--- src/sv/ras_pkg.sv ---
// Package: shared types and constants for the rectangular assignment solver.
package ras_pkg;
  localparam int MaxDim = 16;
  localparam int CostW  = 16;
  localparam int WorkW  = 18;
  localparam int DualW  = 24;
  localparam int TotalW = 20;

  localparam logic [1:0] StatusOk      = 2'd0;
  localparam logic [1:0] StatusNoCost  = 2'd1;
  localparam logic [1:0] StatusInfeas  = 2'd2;

  localparam logic [1:0] RegRows = 2'd0;
  localparam logic [1:0] RegCols = 2'd1;
  localparam logic [1:0] RegMax  = 2'd2;

  // Commands from controller to datapath.
  typedef struct packed {
    logic load;       // store incoming entry
    logic start;      // begin solve
    logic emit_take;  // a result has been transferred
  } ras_cmd_t;

  // Status from datapath to controller.
  typedef struct packed {
    logic matrix_done; // entry being stored is the last one
    logic busy;        // solving
    logic out_valid;   // result waiting
  } ras_stat_t;
endpackage

--- src/sv/ras_ctrl.sv ---
// Controller: top-level sequencing of load, solve and result phases.
module ras_ctrl (
  input  logic                clk,
  input  logic                rst,
  input  logic                in_valid,
  output logic                in_ready,
  output logic                out_valid,
  input  logic                out_ready,
  output ras_pkg::ras_cmd_t   cmd,
  input  ras_pkg::ras_stat_t  stat
);
  import ras_pkg::*;

  typedef enum logic [2:0] {
    S_LOAD  = 3'b001,
    S_SOLVE = 3'b010,
    S_EMIT  = 3'b100
  } state_t;

  state_t state, state_next;

  always_ff @(posedge clk) begin
    if (rst) state <= S_LOAD;
    else     state <= state_next;
  end

  always_comb begin
    state_next = state;
    cmd = '0;
    in_ready = 1'b0;
    out_valid = 1'b0;
    unique case (state)
      S_LOAD: begin
        in_ready = 1'b1;
        cmd.load = in_valid;
        if (in_valid && stat.matrix_done) begin
          cmd.start = 1'b1;
          state_next = S_SOLVE;
        end
      end
      S_SOLVE: begin
        if (!stat.busy) state_next = S_EMIT;
      end
      S_EMIT: begin
        out_valid = stat.out_valid;
        cmd.emit_take = out_ready && stat.out_valid;
        if (!stat.out_valid) state_next = S_LOAD;
      end
      default: state_next = S_LOAD;
    endcase
  end
endmodule

--- config.mk ---
export PLATFORM = sky130hd
export DESIGN_NAME = ras_ctrl
export DESIGN_NICKNAME = d
export VERILOG_FILES = /design/src/sv/ras_pkg.sv /design/src/sv/ras_ctrl.sv
export SDC_FILE = /design/constraint.sdc
export NUM_CORES = 1
export LEC_CHECK = 0
export ABC_CLOCK_PERIOD_IN_PS = 2100
export BUFFER_PORTS_ARGS = -buffer_cell sky130_fd_sc_hd__buf_2
export CAP_MARGIN = 20
export CORE_AREA = 2 2 39 41
export DETAILED_ROUTE_END_ITERATION = 10
export DIE_AREA = 0 0 41 43
export GPL_ROUTABILITY_DRIVEN = 0
export SLEW_MARGIN = 20
export SYNTH_ARGS = -nofsm -noshare
export SYNTH_HDL_FRONTEND = slang
export SYNTH_SLANG_ARGS = --single-unit
--- constraint.sdc ---
create_clock -name clk -period 2.1 [get_ports clk]
set_input_delay 0.105 -clock clk [delete_from_list [all_inputs] [get_ports clk]]
set_output_delay 0.105 -clock clk [all_outputs]
set_load 0.01 [all_outputs]
---- Yosys cells after proc, flatten, opt, wreduce, memory -nomap -nowiden ----
Index checks and enable logic that the tools add are counted.
Widths: inputs -> output; s select.
word-level totals
  register bits ........................... 3
  input port bits ......................... 7
  output and inout bits ................... 5
  word-level logic and storage cells ...... 19
cells by class
  equality and inequality tests ........... 6
  mux-type cells .......................... 9
  reduce and logical (&&, ||, !) cells .... 3
operators with widths
  operator            number
  $mux 3              3
  $pmux 3 s3          1
  $ne 2x2->1 const B  3
  $mux 1              4
  $eq 3x1->1 const B  1
  $eq 3x2->1 const B  1
  $eq 3x3->1 const B  1
  $reduce_and 3->1    1
  $logic_and 1x1->1   2
  $mux 2              1

---- Depth between registers and ports, before layout ----
Gate-level depths: netlist of run 1.
  depth in word-level cells ............... 3
  gate-level depth with buffers ........... 3
  mapped depth without buffers ............ 3

---- Worst setup path after synthesis of run 1 ----
Ideal clock, no wire load.
  kind .................................... reg2out
  start ................................... reg state[2]
  end ..................................... out cmd[0] (netlist name)
  data arrival time ....................... 0.916 ns
  data required time ...................... 1.995 ns
  path slack .............................. 1.079 ns
  stages on the path, launching flop included .. 4
  buffers on the path ..................... 0
  cell sequence ........................... dfxtp_1 -> nand2_1 -> nor3_2 -> and2_1
RTL lines
  what                      RTL line        source
  start: declaration        ras_ctrl.sv:20  state_t state, state_next;
  start signal: assignment  ras_ctrl.sv:24  else state <= state_next;
  end: declaration          ras_ctrl.sv:9   output ras_pkg::ras_cmd_t cmd,

==> key figures, run 1 <==
Detailed routing
  – DR pass1 iterations: 1
  – DRC viols: 0
  – Drt total wl: just over 400 um
  – Top Layer Used: met3
  – WL met2: 191 um
  – Wire per inst: 8.100 um
  – DR WL met3: 60 um
  – ANT nets after route: 0
  – DRT met1 WL: approximately 150 um
  – DR vias/cell: 3.880
  – Vias: 194
  – Initial DRC count: 0

Logic synthesis
  – Seq/Total Area, Yosys: between 30 and 40%
  – Netlist cell types: 14
  – Top cells by count, synth: 3 x dfxtp_1, 3 x nor3_2, 2 x and2_1
  – Syn_area_per_cell: 9.417 um^2
  – Yosys warnings: 0
  – Cell Area, Synth: 178.9 um^2
  – EDFF count, synth: 0
  – Flops & latches, synth: 3
  – Cells after Synth: 19
  – Async set or reset register ratio after synthesis: 0%
  – Ranking of synthesized cells by area: dfxtp_1 34%, nor3_2 17%, and2_1 7.0%
  – Yosys top cell by area: dfxtp_1
  – Syn nets: 26
  – Synth Flop Type: dfxtp_1
  – Post-synth top area share: 33.57%

Setup path
  – Worst path buffer plus inverter count: 1
  – Reg-to-reg critical path startpoint: state[0]
  – Worst R2R End: state[0]
  – Nature of the critical path startpoint: flip-flop
  – Worst EP arrival: 1.17 ns
  – R2R cell count: 3
  – Family with the most delay on the worst path: simple AND/OR/NAND/NOR gates
  – R2r setup slk: 1.14 ns
  – Setup Crit Path Kind: flip-flop to output port
  – Start point of the critical path: state[2]
  – Slowest CP cell: dfxtp_1
  – Largest stage delay, worst path: 0.41 ns
  – Worst setup EP type: output port
  – Critical-path cell list: nand2_1 > nor3_2 > and2_1 > buf_2
  – Required time of the critical path: 2.00 ns
  – Worst-path fanout max: 5

Clocking
  – H-Tree Depth: 1
  – Post-CTS Resized: 0
  – CTS Root Cell: clkbuf_4
  – CTS clock-pin slew for the worst setup and hold paths: 0.04 ns
  – Cts bufs inserted: 3
  – Longest Clk Path Bufs: 2
  – Num Clock Sinks: 3
  – Setup Fix Bufs, Post-CTS: 0
  – Worst-Skew Late Latency: 0.23 ns
  – CTS tree: built
  – Hold buffers post-CTS: 0

Power
  – Final Power: 0.1846 mW
  – Pleak: 0.1243 nW
  – VDD IR-drop max: 0.1401 mV
  – Pwr/cell area: 658.5 mW/mm^2

Die
  – Die height: 43 um
  – Initial Util: 12.93%
  – DIE AREA: approximately 0.0018 mm^2
  – Io pins: 12
  – Core area: 0.001384 mm^2
  – Die width: 41 um
  – Rows: 14

Global routing
  – Initial antenna violation count: 0
  – Pin count of the biggest net entering global routing: 8
  – Grt total ovfl: 0
  – Via count of the first global-routing pass: 151
  – Total GRT Usage: under 10%
  – Global-route wire length before repair: 641 um

Timing
  – Slew margin rel.: 82.86%
  – Worst-Margin Slew: 0.2568 ns
  – Setup-failing EPs final: 0
  – Tcrit/Tclk final: 60.58%
  – Unrepaired setup endpoints after global routing: no
  – Post-Route Setup TNS: 0 ns
  – Final min period: approximately 1.3 ns
  – Slew Limit Fails: 0
  – Final hold violation count: 0
  – Peak Freq: between 700 and 800 MHz
  – Worst clock skew: a little under 0.0008 ns

Layout
  – Share of post-route cells with drive strength above 1: 55.88%
  – Largest registers: state x3
  – Max FFs per register: 3
  – Area Overhead vs Synth: 56.64%
  – Fin nets: 42
  – Ant. Diodes: 0
  – Largest Register: state

Min path
  – Hold crit path type: primary input to flip-flop
  – Hold Crit Start: rst
  – WHS Path Cells: 2
  – Hold Path End: state[2]

Status
  – Status: completed

Placement
  – Post-DP HPWL: about 320 um
  – IO Port Bufs: 11

Run
  – Max cap viols: 0
[kinds of logic after synthesis]
kind of cell	Yosys count	synth area share, %
compound gates	3	13.29
buf+inv	1	2.096
flops	3	33.57
simple gates	12	51.04
[cell usage in the layout, fill, tap and decap left out]
cell type / Yosys / routed
nand3_2: 1 / 1
o31ai_1: 1 / 1
inv_1: 1 / 1
dfxtp_1: 3 / 3
o21a_1: 1 / 1
clkbuf_4: 0 / 3
buf_2: 0 / 11
clkbuf_1: 0 / 1
nor3_2: 3 / 3
nor3b_2: 1 / 1
nand3b_1: 1 / 1
nand2_1: 1 / 1
nand2b_1: 1 / 1
nor2_1: 1 / 1
nor3_1: 1 / 1
o22a_1: 1 / 1
and2_1: 2 / 2
[worst max path at each step]
stage | to | cells after the start | slack, ns
final | cmd[0] | 4 | 0.83
after global routing | cmd[0] | 4 | 0.66
after CTS | cmd[0] | 4 | 0.79
after detailed placement | cmd[0] | 4 | 1.05
after global placement | cmd[0] | 4 | 1.09
after floorplan | cmd[0] | 3 | 1.08
[through the flow]
| step | cell area [um^2] | worst slack [ns] | cells | hold slack (ns) | util, % |
|---|---|---|---|---|---|
| finish | 280.3 | 0.8278 | 50 | 0.07690 | 20.25 |
| global route | 280.3 | 0.6588 | 50 | 0.06663 | 20.25 |
| global placement | 254.0 | 1.087 | 46 | 0.3166 | 18.35 |
| floorplan | 178.9 | 1.079 | 19 | 0.1759 | - |
| detailed placement | 254.0 | 1.054 | 46 | 0.3186 | 18.35 |
| CTS | 280.3 | 0.7890 | 50 | 0.07777 | 20.25 |
[power by group]
group	switching [mW]	total (mW)	internal, mW
logic	0.0103	0.0226	0.0124
clock network	0.0282	0.0993	0.0711
registers	0.00347	0.0626	0.0591
total	0.0420	0.185	0.143
[worst reg2reg max path: cells and delay by family, from the launching register on]
family	cells	cell delay, ns
compound gates	1	0.11
flops	1	0.44
simple gates	2	0.28
[layout make-up]
class                           count  area, um^2
Clock buffer                        4       26.28
Multi-Input combinational cell     15       115.1
Timing Repair Buffer               11       55.05
Inverter                            1       3.754
Tap cell                           16       20.02
Sequential cell                     3       60.06
Fill cell                         162        1104
[layer usage]
layer  up-vias  track usage [%]
met5         -                0
met1        83            6.129
met4         0            4.000
met3         0            7.853
li1        101                -
met2        10            7.187
No activity file was read; power rests on OpenSTA's default activity.
==> run 2: changes to the inputs <==
Settings changed: ABC_CLOCK_PERIOD_IN_PS 2100 to 1100.
Clock period 2.1 ns to 1.1 ns, I/O delays scaled along.
==> run 2 against run 1 <==
Effect of this change: the run now ends with setup timing left; hold slack got worse by 0.059 ns; largest power group unchanged; highest routed layer unchanged; critical path depth unchanged; sequential power grew 87%; utilization increased by 6.5 points; critical path type unchanged; clock skew increased by 0.0036 ns; via count rose by 11%; flip-flop and latch count unchanged; clock power increased by 91%; combinational power is 130% higher.
==> key figures, run 2 (same netlist as run 1, synthesis figures left out) <==
Setup path
  – R2R cell count: 5 (+2)
  – Worst-path fanout max: 5 (unchanged)
  – Required time of the critical path: 1.04 ns (-0.96 ns)
  – Worst EP arrival: 1.07 ns (-0.10 ns)
  – Setup Crit Path Kind: flip-flop to output port
  – Worst R2R End: state[0]
  – R2r setup slk: 0.06 ns (-1.08 ns)
  – Reg-to-reg critical path startpoint: state[2]
  – Worst setup EP type: output port
  – Nature of the critical path startpoint: flip-flop

Clocking
  – H-Tree Depth: 1 (unchanged)
  – Num Clock Sinks: 3 (unchanged)
  – Hold buffers post-CTS: 0 (unchanged)
  – CTS Root Cell: clkbuf_4
  – CTS tree: built
  – Longest Clk Path Bufs: 2 (unchanged)
  – Worst-Skew Late Latency: 0.23 ns (about the same)
  – Cts bufs inserted: 3 (unchanged)
  – CTS clock-pin slew for the worst setup and hold paths: 0.04 ns (about the same)

Timing
  – Peak Freq: about 900 MHz
  – Setup-failing EPs final: 1 (+1)
  – Unrepaired setup endpoints after global routing: yes
  – Slew Limit Fails: 0 (unchanged)
  – Worst-Margin Slew: 0.2012 ns (-0.05559 ns)
  – Slew margin rel.: 86.47% (+3.6 points)
  – Tcrit/Tclk final: 102.0%
  – Final min period: 1.122 ns
  – Worst clock skew: 0.004422 ns (+0.003648 ns)
  – Fin Hold WS: 0.01746 ns (-0.05944 ns)
  – PnR worst setup slack: -0.02184 ns (-0.8497 ns)
  – Final hold violation count: 0 (unchanged)

Detailed routing
  – Vias: 216 (+11%)
  – Wire per inst: 8.696 um (+7.4%)
  – DRC viols: 0 (unchanged)
  – Initial DRC count: 1 (+1)
  – DR pass1 iterations: 2 (+1)
  – DR vias/cell: 3.857 (-0.59%)
  – ANT nets after route: 0 (unchanged)
  – Drt total wl: 487 um (+20%)

Layout
  – Fillers: 152 (-6.2%)
  – Largest registers: state x3
  – Area Overhead vs Synth: 107.0%
  – Largest Register: state
  – Most frequent cells in the layout: 10 x buf_2, 6 x buf_4, 3 x clkbuf_4, 3 x dfxtp_4
  – Area of the multi-input gates: 142.6 um^2 (+24%)
  – Share of post-route cells with drive strength above 1: 72.50% (+17 points)
  – Final Util: 26.76% (+6.5 points)
  – Max FFs per register: 3 (unchanged)
  – Sequential Area: 71.32 um^2 (+19%)
  – Ant. Diodes: 0 (unchanged)
  – Fin nets: 48 (+14%)
  – Most common cell after layout, fill and taps aside: buf_2

Die
  – Core area: 0.001384 mm^2 (unchanged)
  – DIE AREA: 0.001763 mm^2 (unchanged)
  – Die width: 41 um (unchanged)
  – Rows: 14 (unchanged)
  – Die height: 43 um (unchanged)
  – Io pins: 12 (unchanged)
  – Initial Util: 12.93% (unchanged)

Status
  – Status: complete, but fails checks
  – Failing checks: setup timing

Global routing
  – Grt total ovfl: 0 (unchanged)
  – Via count of the first global-routing pass: 201 (+33%)
  – Total GRT Usage: 7.337% (+1.0 points)
  – Pin count of the biggest net entering global routing: 8 (unchanged)
  – Initial antenna violation count: 0 (unchanged)
  – Global-route wire length before repair: 786 um (+23%)

Min path
  – Hold Path End: state[2]
  – WHS Path Cells: 2 (unchanged)
  – Hold Crit Start: rst
  – Hold crit path type: primary input to flip-flop

Power
  – Pleak: 0.1664 nW (+34%)
  – VDD IR-drop max: 0.2577 mV (+84%)
  – Pwr/cell area: 972.4 mW/mm^2 (+48%)

Placement
  – IO Port Bufs: 11 (unchanged)
  – Post-DP HPWL: 338.7 um (+4.9%)

Run
  – Max cap viols: 0 (unchanged)
run 2: cell types whose count changed in the layout (fill, tap and decap cells not counted), sizes merged:
cell	delta
buf	+6
run 2: timing repair:
item | CTS | global route
pin swaps | 5 | 4
endpoints found under the setup margin | 5 | 4
resized for setup | 8 | 4
hold endpoints to repair | 0 | 0
buffers inserted | 3 | 3
run 2: metal layers:
metal	part of all wire [%]	GRT usage, %	vias to the layer above
li1	-	-	112
met1	34	7.419	94
met2	54	9.063	10
met3	11	6.283	0
met4	0	6.000	0
met5	0	0	-
run 2: metrics by stage:
step                      instance area [um^2]  setup TNS [ns]  cells  worst slack, ns  total power [mW]
final                                    370.4        -0.02184     56         -0.02184            0.3601
after global routing                     370.4         -0.3269     56          -0.1191            0.3998
after CTS                                325.3        -0.08841     53         -0.08841            0.3696
after floorplan                          178.9               0     19           0.1290            0.1417
after detailed placement                 254.0               0     46          0.07793            0.1651
after global placement                   254.0               0     46           0.1397            0.1647
run 2: worst max-delay path by stage:
stage	from	end	slack, ns	cells past startpoint
final	state[2]	cmd[0]	-0.02	4
after detailed placement	state[2]	cmd[0]	0.08	4
after CTS	state[2]	cmd[0]	-0.09	4
after global placement	state[2]	cmd[0]	0.14	4
after global routing	state[2]	cmd[0]	-0.12	4
after floorplan	state[2]	cmd[0]	0.13	3
run 2: final cells by class:
| cell class | count | share of cell area [%] |
|---|---|---|
| multi-input combinational | 15 | 38.51 |
| sequential | 3 | 19.26 |
| timing repair buffer | 17 | 28.72 |
| clock buffer | 4 | 7.095 |
| inverter | 1 | 1.014 |
| tap | 16 | 5.405 |
run 2: power by group:
group          internal [mW]  switching, mW
logic                 0.0287         0.0244
registers              0.108        0.00849
clock network          0.136         0.0546
run 2: worst max-delay path, stage by stage (launching register included):
cell and delay, ns:
dfxtp_4 0.37, nand2_4 0.06, nor3_4 0.16, and2_1 0.13, buf_2 0.12
==> run 3: changes to the inputs <==
Settings changed: PLACE_DENSITY set to 0.33.
==> run 3 against run 2 <==
Effect of this change: the flow still finishes with violations (setup timing); maximum frequency up 1.3%; die area stayed put; non-clock buffer count fell by 4; wire length is 6.0% higher; clock-buffer cell count did not move; via count decreased by 6.9%; largest power group unchanged.
==> key figures, run 3 (same netlist as run 1, synthesis figures left out) <==
Layout
  – Fillers: 162 (+6.6%)
  – Most frequent cells in the layout: 11 x buf_2, 3 x clkbuf_4, 3 x dfxtp_4
  – Fin cells: 52 (-7.1%)
  – Most common cell after layout, fill and taps aside: buf_2
  – Max FFs per register: 3 (unchanged)
  – Ant. Diodes: 0 (unchanged)
  – Share of post-route cells with drive strength above 1: 69.44% (-3.1 points)
  – Fin nets: 44 (-8.3%)
  – Area Overhead vs Synth: 79.02%
  – Area of the multi-input gates: 128.9 um^2 (-9.6%)
  – Final Util: 23.15% (-3.6 points)
  – Sequential Area: 71.32 um^2 (unchanged)
  – Largest Register: state
  – Largest registers: state x3

Setup path
  – Worst R2R End: state[0]
  – Worst setup EP type: output port
  – Worst EP arrival: 1.05 ns (-0.02 ns)
  – Reg-to-reg critical path startpoint: state[2]
  – Worst-path fanout max: 5 (unchanged)
  – Nature of the critical path startpoint: flip-flop
  – Worst Setup EP: cmd[0]
  – Required time of the critical path: 1.04 ns (about the same)
  – Setup Crit Path Kind: flip-flop to output port
  – R2r setup slk: 0.18 ns (+0.12 ns)
  – R2R cell count: 4 (-1)
  – Start point of the critical path: state[2]

Die
  – Die width: 41 um (unchanged)
  – Core area: 0.001384 mm^2 (unchanged)
  – Rows: 14 (unchanged)
  – DIE AREA: 0.001763 mm^2 (unchanged)
  – Initial Util: 12.93% (unchanged)
  – Die height: 43 um (unchanged)
  – Io pins: 12 (unchanged)

Timing
  – Setup-failing EPs final: 1 (unchanged)
  – Slew margin rel.: 85.68% (-0.80 points)
  – Worst clock skew: 0.007146 ns (+0.002724 ns)
  – Peak Freq: 902.9 MHz (+1.3%)
  – Worst-Margin Slew: 0.2130 ns (+0.01184 ns)
  – Final min period: 1.108 ns (-0.01433 ns)
  – Fin Hold WS: 0.02279 ns (+0.005329 ns)
  – Final hold violation count: 0 (unchanged)
  – PnR worst setup slack: -0.007510 ns (+0.01433 ns)
  – Tcrit/Tclk final: 100.7% (-1.3 points)
  – Slew Limit Fails: 0 (unchanged)
  – Unrepaired setup endpoints after global routing: yes

Detailed routing
  – Wire per inst: 9.923 um (+14%)
  – Vias: 201 (-6.9%)
  – Initial DRC count: 0 (-1)
  – DR vias/cell: 3.865 (+0.21%)
  – DRC viols: 0 (unchanged)
  – Drt total wl: 516 um (+6.0%)
  – ANT nets after route: 0 (unchanged)
  – DR pass1 iterations: 1 (-1)

Placement
  – IO Port Bufs: 11 (unchanged)
  – Placed cell count: 46 (unchanged)

Clocking
  – Num Clock Sinks: 3 (unchanged)
  – Cts bufs inserted: 3 (unchanged)
  – CTS clock-pin slew for the worst setup and hold paths: 0.04 ns (about the same)
  – CTS tree: built
  – CTS Root Cell: clkbuf_4
  – Longest Clk Path Bufs: 2 (unchanged)
  – H-Tree Depth: 1 (unchanged)
  – Worst-Skew Late Latency: 0.24 ns (about the same)

Power
  – Pleak: 0.1457 nW (-12%)
  – Switching pwr: 0.09444 mW (+8.0%)
  – Comb power frac: 13.2% (-1.5 points)
  – Switch share: 25.91% (+1.6 points)
  – Pwr/cell area: 1138 mW/mm^2 (+17%)
  – Pint: 0.2700 mW (-0.97%)
  – Sequential Power Share: 31.7% (-0.7 points)
  – Part of the power in the clock network: 55.1% (+2.3 points)
  – VDD IR-drop max: 0.4858 mV (+88%)

Min path
  – Hold crit path type: primary input to flip-flop

Global routing
  – Initial antenna violation count: 0 (unchanged)
  – Pin count of the biggest net entering global routing: 8 (unchanged)
  – Total GRT Usage: 7.916% (+0.58 points)
  – Global-route wire length before repair: 841 um (+7.0%)
  – Via count of the first global-routing pass: 201 (unchanged)
  – Grt total ovfl: 0 (unchanged)

Status
  – Failing checks: setup timing
  – Status: complete, but fails checks

Run
  – Max cap viols: 0 (unchanged)
-- run 3: changes by cell type in the layout (fill, tap and decap cells not counted), sizes merged --
cell and change:
buf -4
-- run 3: how the worst min path moves through the flow --
stage / startpoint / endpoint / slack (ns) / cells after the start
6_report: rst / state[2] / 0.02 / 2
5_1_grt: rst / state[2] / 0.02 / 2
4_1_cts: rst / state[2] / 0.01 / 2
3_5_place_dp: rst / state[2] / 0.27 / 2
3_3_place_gp: rst / state[2] / 0.27 / 2
2_1_floorplan: rst / state[2] / 0.13 / 1
-- run 3: repair_timing --
item,CTS,global route
hold buffers,0,0
buffers inserted,2,0
resized for setup,9,0
setup endpoints to repair,5,4
pin swaps,4,1
-- run 3: through the flow --
step / TNS, ns / setup WS [ns] / cell area (um^2) / power (mW)
floorplan: 0 / 0.1290 / 178.9 / 0.1417
global placement: 0 / 0.1250 / 254.0 / 0.1662
detailed placement: 0 / 0.09264 / 254.0 / 0.1652
CTS: -0.09709 / -0.09525 / 320.3 / 0.3724
global route: -0.2464 / -0.1016 / 320.3 / 0.4024
finish: -0.007510 / -0.007510 / 320.3 / 0.3645
-- run 3: critical path, cell delays in order, from the launching register on --
cell     delay [ns]
dfxtp_4        0.38
nand2_4        0.06
nor3_4         0.13
and2_1         0.14
buf_2          0.12
-- run 3: cell type report --
cell class	instances	share of cell area, %
sequential	3	22.27
tap	16	6.250
inverter	1	1.172
timing repair buffer	13	21.88
multi-input combinational	15	40.23
clock buffer	4	8.203
-- run 3: power groups by stage --
stage	Clock, mW	Sequential (mW)	Combinational (mW)
6_report	0.201	0.116	0.0482
3_5_place_dp	0	0.121	0.0440
5_1_grt	0.231	0.117	0.0547
4_1_cts	0.208	0.115	0.0488
3_3_place_gp	0	0.121	0.0449
2_1_floorplan	0	0.120	0.0218
-- run 3: routing by layer --
metal | track usage [%] | part of all wire (%) | vias to the layer above
met2 | 10.94 | 48 | 12
met4 | 4.000 | 0 | 0
met5 | 0 | 0 | -
met1 | 7.348 | 37 | 85
li1 | - | - | 104
met3 | 7.853 | 14 | 0
